<file path="config.mk">
export PLATFORM = sky130hd
export DESIGN_NAME = rocket_flight_phase_sequencer
export DESIGN_NICKNAME = d
export VERILOG_FILES = /design/src/hdl/rfps_pkg.sv /design/src/hdl/rfps_step.sv /design/src/hdl/rocket_flight_phase_sequencer.sv
export SDC_FILE = /design/constraint.sdc
export NUM_CORES = 1
export LEC_CHECK = 0
export BUFFER_PORTS_ARGS = -buffer_cell sky130_fd_sc_hd__buf_2
export CORE_MARGIN = 2
export CORE_UTILIZATION = 36
export DETAILED_ROUTE_END_ITERATION = 7
export PLACE_DENSITY_LB_ADDON = 0.05
export SLEW_MARGIN = 20
export SYNTH_ARGS = -nofsm -noshare
export SYNTH_HDL_FRONTEND = slang
export SYNTH_SLANG_ARGS = --single-unit
export TNS_END_PERCENT = 1
</file>
<file path="constraint.sdc">
create_clock -name clk_i -period 4.6 [get_ports clk_i]
set_clock_uncertainty 0.2 [all_clocks]
set_input_delay 0.46 -clock clk_i [delete_from_list [all_inputs] [get_ports clk_i]]
set_output_delay 0.46 -clock clk_i [all_outputs]
set_load 0.02 [all_outputs]
</file>
<file path="src/hdl/rfps_pkg.sv">
// ----------------------------------------------------------------------------
// Flight phase sequencer package
// Types, register indexes, reset values and phase encodings shared by the
// flight phase sequencer and its checker.
// ----------------------------------------------------------------------------
package rfps_pkg;

  // Widths of the item fields and registers.
  localparam int unsigned AltW      = 25;
  localparam int unsigned SensW     = 16;
  localparam int unsigned CntW      = 4;
  localparam int unsigned FlagW     = 8;
  localparam int unsigned PhaseW    = 4;
  localparam int unsigned CfgDataW  = 20;
  localparam int unsigned CfgIdxW   = 4;
  localparam int unsigned InDataW   = 80;
  localparam int unsigned InUserW   = 2;
  localparam int unsigned OutDataW  = 16;

  // Configuration register indexes.
  localparam logic [CfgIdxW-1:0] CFG_LIFTOFF_ACCEL  = 4'd0;
  localparam logic [CfgIdxW-1:0] CFG_LIFTOFF_TICKS  = 4'd1;
  localparam logic [CfgIdxW-1:0] CFG_BURNOUT_ACCEL  = 4'd2;
  localparam logic [CfgIdxW-1:0] CFG_TILT_LIMIT     = 4'd3;
  localparam logic [CfgIdxW-1:0] CFG_APOGEE_MIN_ALT = 4'd4;
  localparam logic [CfgIdxW-1:0] CFG_APOGEE_TICKS   = 4'd5;
  localparam logic [CfgIdxW-1:0] CFG_DROGUE_ALT     = 4'd6;
  localparam logic [CfgIdxW-1:0] CFG_MAIN_ALT       = 4'd7;

  // Landing window: near 1 g and close to the ground.
  localparam logic signed [SensW-1:0] LAND_ACCEL_LOW  = 16'sd900;
  localparam logic signed [SensW-1:0] LAND_ACCEL_HIGH = 16'sd1100;
  localparam logic signed [AltW-1:0]  LAND_ALT_MAX    = 25'sd1000;

  // Status bit positions.
  localparam int unsigned ST_LIFTOFF     = 0;
  localparam int unsigned ST_BURNOUT     = 1;
  localparam int unsigned ST_DROGUE_PASS = 2;
  localparam int unsigned ST_TILT        = 3;
  localparam int unsigned ST_DESCENT     = 4;
  localparam int unsigned ST_DROGUE_CMD  = 5;
  localparam int unsigned ST_UNUSED      = 6;
  localparam int unsigned ST_MAIN_CMD    = 7;

  // Phase codes as reported on the result.
  localparam logic [PhaseW-1:0] PH_CODE_IDLE    = 4'd0;
  localparam logic [PhaseW-1:0] PH_CODE_LIFTOFF = 4'd1;
  localparam logic [PhaseW-1:0] PH_CODE_BURNOUT = 4'd2;
  localparam logic [PhaseW-1:0] PH_CODE_COAST   = 4'd3;
  localparam logic [PhaseW-1:0] PH_CODE_APOGEE  = 4'd4;
  localparam logic [PhaseW-1:0] PH_CODE_DESCENT = 4'd5;
  localparam logic [PhaseW-1:0] PH_CODE_DROGUE  = 4'd6;
  localparam logic [PhaseW-1:0] PH_CODE_MAIN    = 4'd7;
  localparam logic [PhaseW-1:0] PH_CODE_LANDED  = 4'd8;

  // Flight phase state, one-hot.
  typedef enum logic [8:0] {
    PH_IDLE    = 9'b000000001,
    PH_LIFTOFF = 9'b000000010,
    PH_BURNOUT = 9'b000000100,
    PH_COAST   = 9'b000001000,
    PH_APOGEE  = 9'b000010000,
    PH_DESCENT = 9'b000100000,
    PH_DROGUE  = 9'b001000000,
    PH_MAIN    = 9'b010000000,
    PH_LANDED  = 9'b100000000
  } phase_e;

  // Configuration register file.
  typedef struct packed {
    logic [13:0] liftoff_accel_limit;
    logic [3:0]  liftoff_confirm_ticks;
    logic [13:0] burnout_accel_limit;
    logic [14:0] tilt_limit;
    logic [19:0] apogee_min_altitude;
    logic [3:0]  apogee_confirm_ticks;
    logic [19:0] drogue_altitude;
    logic [19:0] main_altitude;
  } cfg_t;

  // One sensor tick.
  typedef struct packed {
    logic signed [AltW-1:0]  altitude_cm;
    logic signed [SensW-1:0] accel_vertical_mg;
    logic signed [SensW-1:0] pitch_centideg;
    logic signed [SensW-1:0] roll_centideg;
    logic                    pressure_ok;
    logic                    accel_ok;
  } item_t;

  // Sequencer state carried from tick to tick.
  typedef struct packed {
    phase_e                 phase;
    logic signed [AltW-1:0] last_alt;
    logic [CntW-1:0]        liftoff_cnt;
    logic [CntW-1:0]        apogee_cnt;
    logic [FlagW-1:0]       flags;
  } state_t;

  // Saturating increment of a tick counter.
  function automatic logic [CntW-1:0] bump(input logic [CntW-1:0] c);
    logic [CntW-1:0] r;
    r = (c == {CntW{1'b1}}) ? c : c + 1'b1;
    return r;
  endfunction

  // Numeric phase code of a one-hot phase.
  function automatic logic [PhaseW-1:0] phase_code(input phase_e ph);
    logic [PhaseW-1:0] r;
    unique case (ph)
      PH_IDLE:    r = PH_CODE_IDLE;
      PH_LIFTOFF: r = PH_CODE_LIFTOFF;
      PH_BURNOUT: r = PH_CODE_BURNOUT;
      PH_COAST:   r = PH_CODE_COAST;
      PH_APOGEE:  r = PH_CODE_APOGEE;
      PH_DESCENT: r = PH_CODE_DESCENT;
      PH_DROGUE:  r = PH_CODE_DROGUE;
      PH_MAIN:    r = PH_CODE_MAIN;
      PH_LANDED:  r = PH_CODE_LANDED;
      default:    r = PH_CODE_IDLE;
    endcase
    return r;
  endfunction

endpackage

</file>
<file path="src/hdl/rfps_step.sv">
// ----------------------------------------------------------------------------
// Flight phase step logic
// Combinational next-state logic: takes the current sequencer state, the
// configuration and one sensor item and gives the state after that item.
// ----------------------------------------------------------------------------
module rfps_step (
  input  rfps_pkg::state_t cur_i,
  input  rfps_pkg::cfg_t   cfg_i,
  input  rfps_pkg::item_t  item_i,
  output rfps_pkg::state_t nxt_o
);

  logic                valid_tick;
  logic                falling;
  logic signed [16:0]  az_ext;
  logic signed [16:0]  pitch_ext;
  logic signed [16:0]  roll_ext;
  logic signed [25:0]  alt_ext;
  logic                lo_above;
  logic                bo_below;
  logic                tilt;
  logic                ap_above;
  logic                at_drogue;
  logic                at_main;
  logic                landed;
  logic [rfps_pkg::CntW-1:0] lo_inc;
  logic [rfps_pkg::CntW-1:0] ap_inc;

  // Sign-extended operands so that signed fields compare with unsigned limits.
  assign valid_tick = item_i.pressure_ok & item_i.accel_ok;
  assign az_ext     = {item_i.accel_vertical_mg[15], item_i.accel_vertical_mg};
  assign pitch_ext  = {item_i.pitch_centideg[15], item_i.pitch_centideg};
  assign roll_ext   = {item_i.roll_centideg[15], item_i.roll_centideg};
  assign alt_ext    = {item_i.altitude_cm[24], item_i.altitude_cm};

  // Threshold comparisons of this tick.
  assign falling   = item_i.altitude_cm < cur_i.last_alt;
  assign lo_above  = az_ext > $signed({3'b000, cfg_i.liftoff_accel_limit});
  assign bo_below  = az_ext < $signed({3'b000, cfg_i.burnout_accel_limit});
  assign tilt      = (pitch_ext > $signed({2'b00, cfg_i.tilt_limit}))
                   | (roll_ext  > $signed({2'b00, cfg_i.tilt_limit}));
  assign ap_above  = alt_ext > $signed({6'b000000, cfg_i.apogee_min_altitude});
  assign at_drogue = alt_ext <= $signed({6'b000000, cfg_i.drogue_altitude});
  assign at_main   = alt_ext <= $signed({6'b000000, cfg_i.main_altitude});
  assign landed    = (item_i.accel_vertical_mg > rfps_pkg::LAND_ACCEL_LOW)
                   & (item_i.accel_vertical_mg < rfps_pkg::LAND_ACCEL_HIGH)
                   & (item_i.altitude_cm < rfps_pkg::LAND_ALT_MAX);

  assign lo_inc = rfps_pkg::bump(cur_i.liftoff_cnt);
  assign ap_inc = rfps_pkg::bump(cur_i.apogee_cnt);

  // Phase transitions; an invalid tick leaves everything as it is.
  always_comb begin
    nxt_o = cur_i;
    if (valid_tick) begin
      nxt_o.last_alt = item_i.altitude_cm;
      unique case (cur_i.phase)
        rfps_pkg::PH_IDLE: begin
          if (lo_above) begin
            nxt_o.liftoff_cnt = lo_inc;
            if (lo_inc >= cfg_i.liftoff_confirm_ticks) begin
              nxt_o.phase                       = rfps_pkg::PH_LIFTOFF;
              nxt_o.flags[rfps_pkg::ST_LIFTOFF] = 1'b1;
              nxt_o.liftoff_cnt                 = '0;
            end
          end else begin
            nxt_o.liftoff_cnt = '0;
          end
        end
        rfps_pkg::PH_LIFTOFF: begin
          if (bo_below) begin
            nxt_o.phase                       = rfps_pkg::PH_BURNOUT;
            nxt_o.flags[rfps_pkg::ST_BURNOUT] = 1'b1;
          end
          if (tilt) begin
            nxt_o.flags[rfps_pkg::ST_TILT] = 1'b1;
          end
        end
        rfps_pkg::PH_BURNOUT: begin
          nxt_o.phase = rfps_pkg::PH_COAST;
        end
        rfps_pkg::PH_COAST: begin
          if (ap_above && falling) begin
            nxt_o.apogee_cnt = ap_inc;
            if (ap_inc >= cfg_i.apogee_confirm_ticks) begin
              nxt_o.phase      = rfps_pkg::PH_APOGEE;
              nxt_o.apogee_cnt = '0;
            end
          end else if (!falling) begin
            nxt_o.apogee_cnt = '0;
          end
        end
        rfps_pkg::PH_APOGEE: begin
          nxt_o.phase                       = rfps_pkg::PH_DESCENT;
          nxt_o.flags[rfps_pkg::ST_DESCENT] = 1'b1;
        end
        rfps_pkg::PH_DESCENT: begin
          if (at_drogue) begin
            nxt_o.phase                          = rfps_pkg::PH_DROGUE;
            nxt_o.flags[rfps_pkg::ST_DROGUE_CMD] = 1'b1;
          end
        end
        rfps_pkg::PH_DROGUE: begin
          nxt_o.flags[rfps_pkg::ST_DROGUE_PASS] = 1'b1;
          if (at_main) begin
            nxt_o.phase                        = rfps_pkg::PH_MAIN;
            nxt_o.flags[rfps_pkg::ST_MAIN_CMD] = 1'b1;
          end
        end
        rfps_pkg::PH_MAIN: begin
          if (landed) begin
            nxt_o.phase = rfps_pkg::PH_LANDED;
          end
        end
        default: begin
          nxt_o.phase = cur_i.phase;
        end
      endcase
    end
  end

endmodule

</file>
<file path="src/hdl/rocket_flight_phase_sequencer.sv">
// ----------------------------------------------------------------------------
// Rocket flight phase sequencer
// Steps a nine-phase recovery state machine, one sensor item at a time, and
// reports the phase and sticky status flags for every item.
// ----------------------------------------------------------------------------
// The block takes one sensor item per clock cycle while the result stream is
// not stalled, and returns exactly one result per item, in order. An accepted
// item is held in an input register; the step logic then updates the flight
// state and loads the result register once that register is free or being
// emptied. The pair of registers lets a new item be accepted while a finished
// result still waits, and the single state update per cycle sets the
// sustained rate of one item per cycle. Items with either valid flag low
// leave the state untouched and report the current phase and flags.
// Configuration registers should be written only while no item is in flight.
module rocket_flight_phase_sequencer (
  input  logic                           clk_i,
  input  logic                           rst_ni,
  // Configuration write port
  input  logic                           cfg_we_i,
  input  logic [rfps_pkg::CfgIdxW-1:0]   cfg_idx_i,
  input  logic [rfps_pkg::CfgDataW-1:0]  cfg_data_i,
  // Sensor items
  input  logic                           s_axis_tvalid,
  output logic                           s_axis_tready,
  // altitude_cm[24:0], accel_vertical_mg[40:25], pitch_centideg[56:41],
  // roll_centideg[72:57], zero fill [79:73]
  input  logic [rfps_pkg::InDataW-1:0]   s_axis_tdata,
  // pressure_ok[0], accel_ok[1]
  input  logic [rfps_pkg::InUserW-1:0]   s_axis_tuser,
  // Results
  output logic                           m_axis_tvalid,
  input  logic                           m_axis_tready,
  // flight_phase[3:0], status_bits[11:4], zero fill [15:12]
  output logic [rfps_pkg::OutDataW-1:0]  m_axis_tdata
);

  rfps_pkg::cfg_t   cfg_q;
  rfps_pkg::item_t  in_q;
  logic             in_valid_q;
  rfps_pkg::state_t state_q;
  rfps_pkg::state_t state_d;
  logic             out_valid_q;
  logic [rfps_pkg::PhaseW-1:0] out_phase_q;
  logic [rfps_pkg::FlagW-1:0]  out_flags_q;
  logic             advance;
  logic             in_take;

  // Handshake: the input register moves on whenever the result register is
  // free or being emptied in the same cycle.
  assign advance       = in_valid_q & (~out_valid_q | m_axis_tready);
  assign s_axis_tready = ~in_valid_q | advance;
  assign in_take       = s_axis_tvalid & s_axis_tready;

  // Configuration registers, masked to their widths; other indexes ignored.
  always_ff @(posedge clk_i or negedge rst_ni) begin
    if (!rst_ni) begin
      cfg_q.liftoff_accel_limit   <= 14'd2500;
      cfg_q.liftoff_confirm_ticks <= 4'd3;
      cfg_q.burnout_accel_limit   <= 14'd1200;
      cfg_q.tilt_limit            <= 15'd3000;
      cfg_q.apogee_min_altitude   <= 20'd5000;
      cfg_q.apogee_confirm_ticks  <= 4'd5;
      cfg_q.drogue_altitude       <= 20'd30000;
      cfg_q.main_altitude         <= 20'd10000;
    end else if (cfg_we_i) begin
      unique case (cfg_idx_i)
        rfps_pkg::CFG_LIFTOFF_ACCEL:  cfg_q.liftoff_accel_limit   <= cfg_data_i[13:0];
        rfps_pkg::CFG_LIFTOFF_TICKS:  cfg_q.liftoff_confirm_ticks <= cfg_data_i[3:0];
        rfps_pkg::CFG_BURNOUT_ACCEL:  cfg_q.burnout_accel_limit   <= cfg_data_i[13:0];
        rfps_pkg::CFG_TILT_LIMIT:     cfg_q.tilt_limit            <= cfg_data_i[14:0];
        rfps_pkg::CFG_APOGEE_MIN_ALT: cfg_q.apogee_min_altitude   <= cfg_data_i;
        rfps_pkg::CFG_APOGEE_TICKS:   cfg_q.apogee_confirm_ticks  <= cfg_data_i[3:0];
        rfps_pkg::CFG_DROGUE_ALT:     cfg_q.drogue_altitude       <= cfg_data_i;
        rfps_pkg::CFG_MAIN_ALT:       cfg_q.main_altitude         <= cfg_data_i;
        default: begin
        end
      endcase
    end
  end

  // Input register valid flag.
  always_ff @(posedge clk_i or negedge rst_ni) begin
    if (!rst_ni) begin
      in_valid_q <= 1'b0;
    end else if (s_axis_tready) begin
      in_valid_q <= s_axis_tvalid;
    end
  end

  // Input register payload, unpacked from the stream fields.
  always_ff @(posedge clk_i) begin
    if (in_take) begin
      in_q.altitude_cm       <= s_axis_tdata[24:0];
      in_q.accel_vertical_mg <= s_axis_tdata[40:25];
      in_q.pitch_centideg    <= s_axis_tdata[56:41];
      in_q.roll_centideg     <= s_axis_tdata[72:57];
      in_q.pressure_ok       <= s_axis_tuser[0];
      in_q.accel_ok          <= s_axis_tuser[1];
    end
  end

  // Next-state logic for the held item.
  rfps_step u_step (
    .cur_i  (state_q),
    .cfg_i  (cfg_q),
    .item_i (in_q),
    .nxt_o  (state_d)
  );

  // Flight state, updated once per item.
  always_ff @(posedge clk_i or negedge rst_ni) begin
    if (!rst_ni) begin
      state_q.phase       <= rfps_pkg::PH_IDLE;
      state_q.last_alt    <= '0;
      state_q.liftoff_cnt <= '0;
      state_q.apogee_cnt  <= '0;
      state_q.flags       <= '0;
    end else if (advance) begin
      state_q <= state_d;
    end
  end

  // Result register valid flag.
  always_ff @(posedge clk_i or negedge rst_ni) begin
    if (!rst_ni) begin
      out_valid_q <= 1'b0;
    end else if (advance) begin
      out_valid_q <= 1'b1;
    end else if (m_axis_tready) begin
      out_valid_q <= 1'b0;
    end
  end

  // Result register payload.
  always_ff @(posedge clk_i) begin
    if (advance) begin
      out_phase_q <= rfps_pkg::phase_code(state_d.phase);
      out_flags_q <= state_d.flags;
    end
  end

  assign m_axis_tvalid = out_valid_q;
  assign m_axis_tdata  = {4'b0000, out_flags_q, out_phase_q};

endmodule

</file>
# == After elaboration in Yosys (flattened, before gate mapping) ==
# Index checks and enable logic that the tools add are counted.
# op_classes
addsub,2
n_lt_le_gt_ge,13
eq_ne,26
muxes,36
bitwise,10
reduce_logical,14
# ops
op,n
$mux W9,8
$pmux W9 S8,1
$le A25 B21 Y1,2
$mux W43,1
$mux W4,9
$gt A16 B16 Y1,2
$pmux W4 S8,1
$gt A25 B21 Y1,1
$lt A25 B11 Y1 const B,1
$lt A25 B25 Y1,1
$eq A9 B2 Y1 const B,2
$eq A9 B3 Y1 const B,2
$eq A9 B4 Y1 const B,2
$eq A9 B5 Y1 const B,2
$eq A9 B6 Y1 const B,2
$eq A9 B7 Y1 const B,2
$eq A9 B8 Y1 const B,2
$reduce_and A2 Y1,9
$eq A4 B3 Y1 const B,4
$gt A16 B11 Y1 const B,1
$gt A16 B15 Y1,1
$lt A16 B12 Y1 const B,1
$lt A16 B15 Y1,1
$mux W1,15
17 further kinds,28
# totals
ff_bits,248
inputBits,111
out_inout_bits,18
wordCells,124

# == Logic depth before layout (Yosys ltp) ==
# Gate-level depths: netlist of run 1.
# depth
word_depth,9
ltp_mapped,14
ltp_nobuf,14

# == Hierarchy ==
# From an unflattened synthesis of run 1, not the netlist that was laid out.
# hier_totals
hier_cells,1198
hier_area_um2,13910.8
# modules_own_cells
module,n_inst,cells_per_inst,area_each_um2,seq_area_each_um2
rocket_flight_phase_sequencer,1,479,8988.6,6739.0
rfps_step,1,719,4922.2,0.0

# == Worst setup path after synthesis of run 1 ==
# OpenSTA, ideal clock, no wires.
# synth_path
kind,register to register
from,register state_q[8] (netlist name)
to,register out_phase_q[0] (netlist name) (data pin)
setup_time_ps,146
arrival_ps,3152
setup_slack_ps,1102
path_stages_with_launch,14
n_path_buf,0
synth_period_minus_slack_ps,3498
path_cell_list,dfrtp_1 -> ha_1 -> nand3_1 -> mux2_2 -> ha_1 -> a21o_1 -> a21o_1 -> a21oi_1 -> and3b_1 -> a31oi_4 -> o41ai_2 -> and2_4 -> or4b_1 -> a21oi_1
# synth_via
elab_chain_len,9
elab_cells_between_ends,17
cone_classes,1 x add/sub; 1 x order compare; 9 x eq/ne; 6 x mux
# synth_rtl
element,line_no,source
start: declaration,rocket_flight_phase_sequencer.sv:40,rfps_pkg::state_t state_q;
start signal: assignment,rocket_flight_phase_sequencer.sv:119,state_q <= state_d;
$add A4 B1 Y4 or $eq A4 B4 Y1 (tied branches),rfps_pkg.sv:103,r = (c == {CntW{1'b1}}) ? c : c + 1'b1;
$mux W4 *,rfps_pkg.sv:103,
$ge A4 B4 Y1 *,rfps_step.sv:85,if (ap_inc >= cfg_i.apogee_confirm_ticks) begin
$mux W9 *,rfps_step.sv:85,
$mux W9 *,rfps_step.sv:83,if (ap_above && falling) begin
$pmux W9 S8 *,rfps_step.sv:57,unique case (cur_i.phase)
$mux W43 *,rfps_step.sv:55,if (valid_tick) begin
$eq A9 B9 Y1 (tied with other cells),rfps_pkg.sv:110,unique case (ph)
$pmux W4 S8 *,rfps_pkg.sv:110,
end signal: assignment,rocket_flight_phase_sequencer.sv:137,out_phase_q <= rfps_pkg::phase_code(state_d.phase);
end: declaration,rocket_flight_phase_sequencer.sv:43,logic [rfps_pkg::PhaseW-1:0] out_phase_q;
# Mark *: on every way between the ends. The rest lies on a longest branch, timed or not.
# A chain may end at the register's enable or synchronous reset.

# == Worst setup path in the final report of run 1 ==
# layout_path
from,register in_q[66] (netlist name)
to,register out_phase_q[0] (netlist name) (data pin)
# layout_via
elab_chain_len,7
elab_cells_between_ends,22
cone_classes,5 x order compare; 8 x eq/ne; 7 x mux; 1 x bitwise; 1 x reduce/logical
# layout_rtl
element,line_no,source
start: declaration,rocket_flight_phase_sequencer.sv:38,rfps_pkg::item_t in_q;
$lt A25 B11 Y1 (tied with other cells),rfps_step.sv:47,& (item_i.altitude_cm < rfps_pkg::LAND_ALT_MAX);
$and A1 B1 Y1 or $logic_and A1 B1 Y1 (tied branches),"rfps_step.sv:47, rfps_step.sv:83",
"$mux W9, on equally long branches","rfps_step.sv:111, rfps_step.sv:83",
$pmux W9 S8 *,rfps_step.sv:57,
$mux W43 *,rfps_step.sv:55,
$eq A9 B9 Y1 (tied with other cells),rfps_pkg.sv:110,
$pmux W4 S8 *,rfps_pkg.sv:110,
# Marked as above.

==> impl_metrics.yaml, run 1 <==
sta:
  maxSlewHeadroom_pct: 28.6
  hold_violations: 0
  rsz0062_at_grt: "no"
  tightestPinTransition_ns: 1.07
  finalSetupTns_ns: 0
  period_share_pct: 88.7
  fmax_mhz: 245
  period_minus_slack_ns: 4.08
  setup_viol: 0
  drv_slew: 0
cts:
  cts_buffers: 31
  path_clk_slew_ns: 0.06
  cts.sinks: 248
  cts_tree: "done"
  cts_root_buf: "clkbuf_16"
  cts_resized: 0
  cts_buffer_depth: 3
  clk_latency_ns: 0.56
  h-tree-depth: 1
yosys:
  synth_edf_count: 86
  synth.most_common_cell: "ha_1"
  synth_top_family_by_area: "adder cells"
  synth_commonest_cells: "151 x ha_1, 147 x inv_1, 136 x nand2_1, 124 x dfrtp_1, 119 x o21ai_0"
  synth.area.top_cells: "dfrtp_1 23%, edfxtp_1 19%, ha_1 14%"
  yosysWarnings: 0
  synth.avg_cell_area_um2: 10.8
  synth.top_cell.area_share_pct: 23.2
  synth_fa_ha_area_share_pct: 14.1
  synth_compound_area_share_pct: 13.3
  synth_seq_cells: 248
  synthXorXnorAreaFrac_pct: 0.393
  synthCells: 1240
  yosysSeqAreaShare_pct: 50.0
  synth_ff_type: "dfrtp_1"
  async_reset_ff_share_pct: 65.3
  yosys.area.top_type: "dfrtp_1"
  synthMuxAreaShare_pct: 5.04
  syn_area_um2: 13400
  synthSimpleGateAreaFrac_pct: 11.9
  synth_cell_type_count: 78
global_route:
  grt_antenna_before_repair: 0
  grt_pass1_wl_um: 53700
  gr-total-overflow: 0
  track_usage_pct: 17.9
  grt_max_degree: 96
  grt_pass1_vias: 9525
worst_setup_path:
  critPathCaptureType: "flip-flop"
  startpoint_type: "flip-flop"
  cp-endpoint: "out_phase_q[0]"
  path_class: "flip-flop to flip-flop"
  cp.arrival_ns: 4.29
  reg2reg_depth: 11
  crit_path_start: "in_q[66]"
  r2r_slack_ns: 0.52
  r2r_start: "in_q[66]"
  cp_max_fo: 6
  r2r_end: "out_phase_q[0]"
  cp_data_required_time_ns: 4.81
placement:
  post-dp-hpwl_um: 24300
  port_buffers: 116
  gp_congestion: 0.791
  placed_cell_area_um2: 14500
floorplanning:
  core-area_um2: 36600
  die_h_um: 197
  pin_count: 129
  die_area_um2: 38700
  die_w_um: 197
  start_util_pct: 36.5
  rows: 70
route:
  first_iter_violations: 421
  wl_per_cell_um: 17.2
  wirelength_um: 33800
  num_vias: 9649
  drc: 0
  postRouteAntennaNets: 0
  via_per_inst: 4.93
  dr.pass1.iters: 5
final_layout:
  num-nets-final: 1726
  layout-drive-gt1-share_pct: 19.9
  area_delta_synth_final_pct: 22.9
  fillerInstances: 3538
  finalInstanceArea_um2: 16400
  num_antenna_cells: 0
power:
  ir_worst_vdd_uv: 283
  power.density_nw_per_um2: 431
  cellLeakagePower_nw: 7.38
outcome:
  status: "complete, no violations"
run:
  cap_violations: 0
hold_path:
  hold_class: "primary input to flip-flop"
cells by family (layout without fill, tap and decap cells):
group                    Yosys count  count (layout)
other                              1               5
AND/OR/NAND/NOR                  320             320
buffers and inverters            178             423
multiplexers                      60              60
adder cells (fa/ha/maj)          151             151
AO/OA/AOI/OAI                    276             276
flip-flops                       248             248
XOR/XNOR                           6               6
how the worst min path moves through the flow:
stage                        startpoint         end  slack (ns)  cells after the start
after CTS                 cfg_data_i[3]   cfg_q[67]       0.006                      3
final                     cfg_data_i[3]   cfg_q[67]        0.03                      3
after global placement       state_q[3]  state_q[3]        0.23                      1
after floorplan                  rst_ni    cfg_q[0]       -0.04                      0
after detailed placement     state_q[3]  state_q[3]        0.24                      1
after global routing      cfg_data_i[4]   cfg_q[68]        0.02                      3
power by group:
group          total (mW)  switching [mW]  internal, mW  leakage, nW
registers            2.93           0.191          2.73         2.77
clock network        2.35           0.957          1.40        0.493
logic                1.80           0.993         0.806         4.12
total                7.08            2.14          4.94         7.38
sequential cells by signal, summed over array words and instances (netlist names):
register       count
in_q              75
out_flags_q        7
cfg_q            111
in_valid_q         1
state_q           49
m_axis_tvalid      1
out_phase_q        4
layout make-up:
cell class,count,area (µm²),share of cell area [%]
Inverter,148,556,3.38
Tap cell,468,586,3.57
Clock inverter,18,151,0.922
Multi-Input combinational cell,818,6010,36.6
Clock buffer,40,840,5.11
Sequential cell,248,6680,40.7
Timing Repair Buffer,217,1590,9.70
layout by cell type, fill, tap and decap left out, types with 7 or more instances in the layout:
master,n
clkinv_2,8
nor4_1,10
and3_1,7
dfstp_2,38
a211oi_1,14
edfxtp_1,86
nand2_1,136
inv_1,147
o211ai_1,8
nand2b_1,13
o21bai_1,7
a21o_1,20
nand3_1,14
o21a_1,17
nand4_1,24
dlygate4sd3_1,89
nor3_1,9
a21oi_1,41
nor2_1,48
nand3b_1,7
o21ai_0,119
buf_2,115
dfrtp_1,124
ha_1,151
mux2_2,58
buf_4,10
clkbuf_16,31
stage by stage:
step                power [mW]  hold slack, ns  utilization [%]  instances  setup WS, ns
floorplan                 4.19         -0.0356                -       1244          1.10
global placement          4.68           0.232             39.7       1810         0.568
detailed placement        4.72           0.237             39.7       1810         0.538
CTS                       7.19         0.00597             44.8       1957         0.506
global route              7.60          0.0197             44.8       1957         0.221
finish                    7.08          0.0293             44.8       1957         0.522
worst max-delay path: stages, from the launching register on:
cell and delay (ns):
edfxtp_1 0.52, ha_1 0.38, nand4_1 0.16, nor4_1 0.57, nand3b_1 0.13, o211ai_1 0.29
and3b_1 0.30, a31oi_4 0.12, o41ai_2 0.58, nor2_1 0.07, or4b_1 0.48, a21oi_1 0.14
metal layers:
metal,wire [µm],global-route usage (%)
met1,15700,24.4
met2,16500,30.5
met3,1160,2.33
met4,437,3.45
met5,0,0
what timing repair did:
action,in CTS,in global routing
hold buffers,89,0
hold endpoints to repair,163,0
endpoints found under the setup margin,0,0
setup buffers,0,0
No activity file was read; power rests on OpenSTA's default activity.
==> run 2: changes to the inputs <==
- CELL_PAD_IN_SITES_DETAIL_PLACEMENT: default -> 2
- CELL_PAD_IN_SITES_GLOBAL_PLACEMENT: default -> 2
==> run 2 against run 1 <==
  * Register-to-register slack lost 0.14 ns
  * Sequential share of layout area is 0.11 points higher
  * Non-clock buffer count down 2
  * Critical path depth stayed put
  * Power up 1.9%
  * Via count up 6.0%
  * Combinational power rose by 5%
  * Final area fell by 0.27%
  * Final cell count decreased by 0.20%
  * Largest power group unchanged
  * Global-route usage rose by 3.3 points
==> impl_metrics.yaml, run 2 (synthesized netlist as in run 1, its figures left out) <==
outcome:
  status: "complete, no violations"
final_layout:
  reg_top3: "cfg_q: 111 flops, in_q: 75 flops, state_q: 49 flops"
  num_antenna_cells: 0
  mostFrequentLayoutCells: "151 x ha_1, 147 x inv_1, 136 x nand2_1"
  largest_reg_flops: 111
  utilization_pct: 44.7
  regMostFlops: "cfg_q"
  layout-drive-gt1-share_pct: 19.7
  fillerInstances: 3833
  final-seq-area_um2: 6680
  final_common_cell: "ha_1"
  multi_input_area_um2: 6010
  finalInstanceArea_um2: 16400
  area_delta_synth_final_pct: 22.6
  num-nets-final: 1723
  fin_cells: 1953
cts:
  cts_hold_buf: 85
  path_clk_slew_ns: 0.06
  cts_buffer_depth: 3
  h-tree-depth: 1
  cts.sinks: 248
  clk_latency_ns: 0.56
  cts_setup_buffers: 0
  cts_tree: "done"
  cts_root_buf: "clkbuf_16"
  cts_buffers: 30
  cts_resized: 0
sta:
  maxSlewHeadroom_pct: 26.8
  finalSetupTns_ns: 0
  hold_violations: 0
  setup_viol: 0
  period_share_pct: 91.7
  tightestPinTransition_ns: 1.10
  rsz0062_at_grt: "no"
  period_minus_slack_ns: 4.22
  drv_slew: 0
  fmax_mhz: 237
placement:
  placed_cell_area_um2: 14500
  port_buffers: 116
  gp_congestion: 0.759
  post-dp-hpwl_um: 28600
  dp.cells: 1812
route:
  wl_met2_um: 20500
  met3_length_um: 1140
  num_vias: 10200
  wirelength_um: 39700
  wl_met1_um: 17300
  via_per_inst: 5.24
  maxUsedRoutingLayer: "met4"
  drc: 0
  first_iter_violations: 325
  wl_per_cell_um: 20.3
  postRouteAntennaNets: 0
  dr.pass1.iters: 4
global_route:
  grt_pass1_wl_um: 63800
  gr-total-overflow: 0
  grt_antenna_before_repair: 0
  grt_pass1_vias: 11500
  track_usage_pct: 21.2
  grt_max_degree: 80
floorplanning:
  pin_count: 129
  core-area_um2: 36600
  start_util_pct: 36.5
  die_w_um: 197
  die_area_um2: 38700
  rows: 70
  die_h_um: 197
run:
  cap_violations: 0
power:
  total_power_mw: 7.21
  power.density_nw_per_um2: 440
  ir_worst_vdd_uv: 330
  cellLeakagePower_nw: 7.36
hold_path:
  whs_endpoint: "cfg_q[75]"
  hold_depth: 3
  hold_start: "cfg_data_i[11]"
  hold_class: "primary input to flip-flop"
worst_setup_path:
  cp.arrival_ns: 4.44
  startpoint_type: "flip-flop"
  path_class: "flip-flop to flip-flop"
  cp_max_fo: 6
  reg2reg_depth: 11
  r2r_slack_ns: 0.38
  cp_data_required_time_ns: 4.82
  r2r_start: "in_q[68]"
  r2r_end: "out_phase_q[0]"
  critPathCaptureType: "flip-flop"
-- run 2: changes by cell type in the layout (fill, tap and decap cells not counted) --
| cell | previous run | this run |
|---|---|---|
| clkinv_1 | 3 | 6 |
| buf_4 | 10 | 13 |
| buf_12 | 2 | 1 |
| clkbuf_1 | 6 | 7 |
| inv_6 | 2 | 0 |
| bufinv_16 | 2 | 3 |
| inv_4 | 1 | 0 |
| clkinv_4 | 1 | 2 |
| clkinvlp_4 | 1 | 0 |
| clkbuf_8 | 3 | 2 |
| clkinv_2 | 8 | 5 |
| dlygate4sd3_1 | 89 | 85 |
-- run 2: power by group --
group	internal, mW	switching, mW	total, mW
Clock	1.43	0.952	2.38
Combinational	0.820	1.07	1.89
Sequential	2.74	0.207	2.94
-- run 2: per-layer routing --
layer | global-route usage (%) | up-vias
met5 | 0 | -
met4 | 4.12 | 0
met3 | 2.43 | 52
met2 | 39.1 | 115
met1 | 26.8 | 5213
li1 | - | 4852
-- run 2: through the flow --
stage                     hold slack, ns  worst slack (ns)
after floorplan                  -0.0356              1.10
after global placement             0.230             0.463
after detailed placement           0.249             0.405
after CTS                        0.00124             0.386
after global routing              0.0255             0.143
final                             0.0236             0.383
-- run 2: layout make-up --
type | count | area share (%)
Inverter | 148 | 3.39
Tap cell | 468 | 3.58
Timing Repair Buffer | 215 | 9.50
Sequential cell | 248 | 40.8
Multi-Input combinational cell | 818 | 36.7
Clock inverter | 16 | 0.947
Clock buffer | 40 | 5.07
-- run 2: worst max path at each step --
stage	start	end	slack, ns	depth (start not counted)
finish	in_q[68]	out_phase_q[0]	0.38	11
global route	in_q[69]	out_phase_q[0]	0.14	11
CTS	in_q[68]	out_phase_q[0]	0.39	11
detailed placement	in_q[68]	out_phase_q[0]	0.41	11
global placement	in_q[68]	out_phase_q[0]	0.46	11
floorplan	state_q[8]	out_phase_q[0]	1.10	13
-- run 2: critical path, stage by stage (launching register included) --
cell      delay [ns]
edfxtp_1        0.54
ha_1            0.37
nand3_1         0.13
nor4_1          0.64
nand3b_1        0.14
o211ai_1        0.34
and3b_1         0.30
a31oi_4         0.12
o41ai_2         0.61
nor2_1          0.07
or4b_1          0.48
a21oi_1         0.14
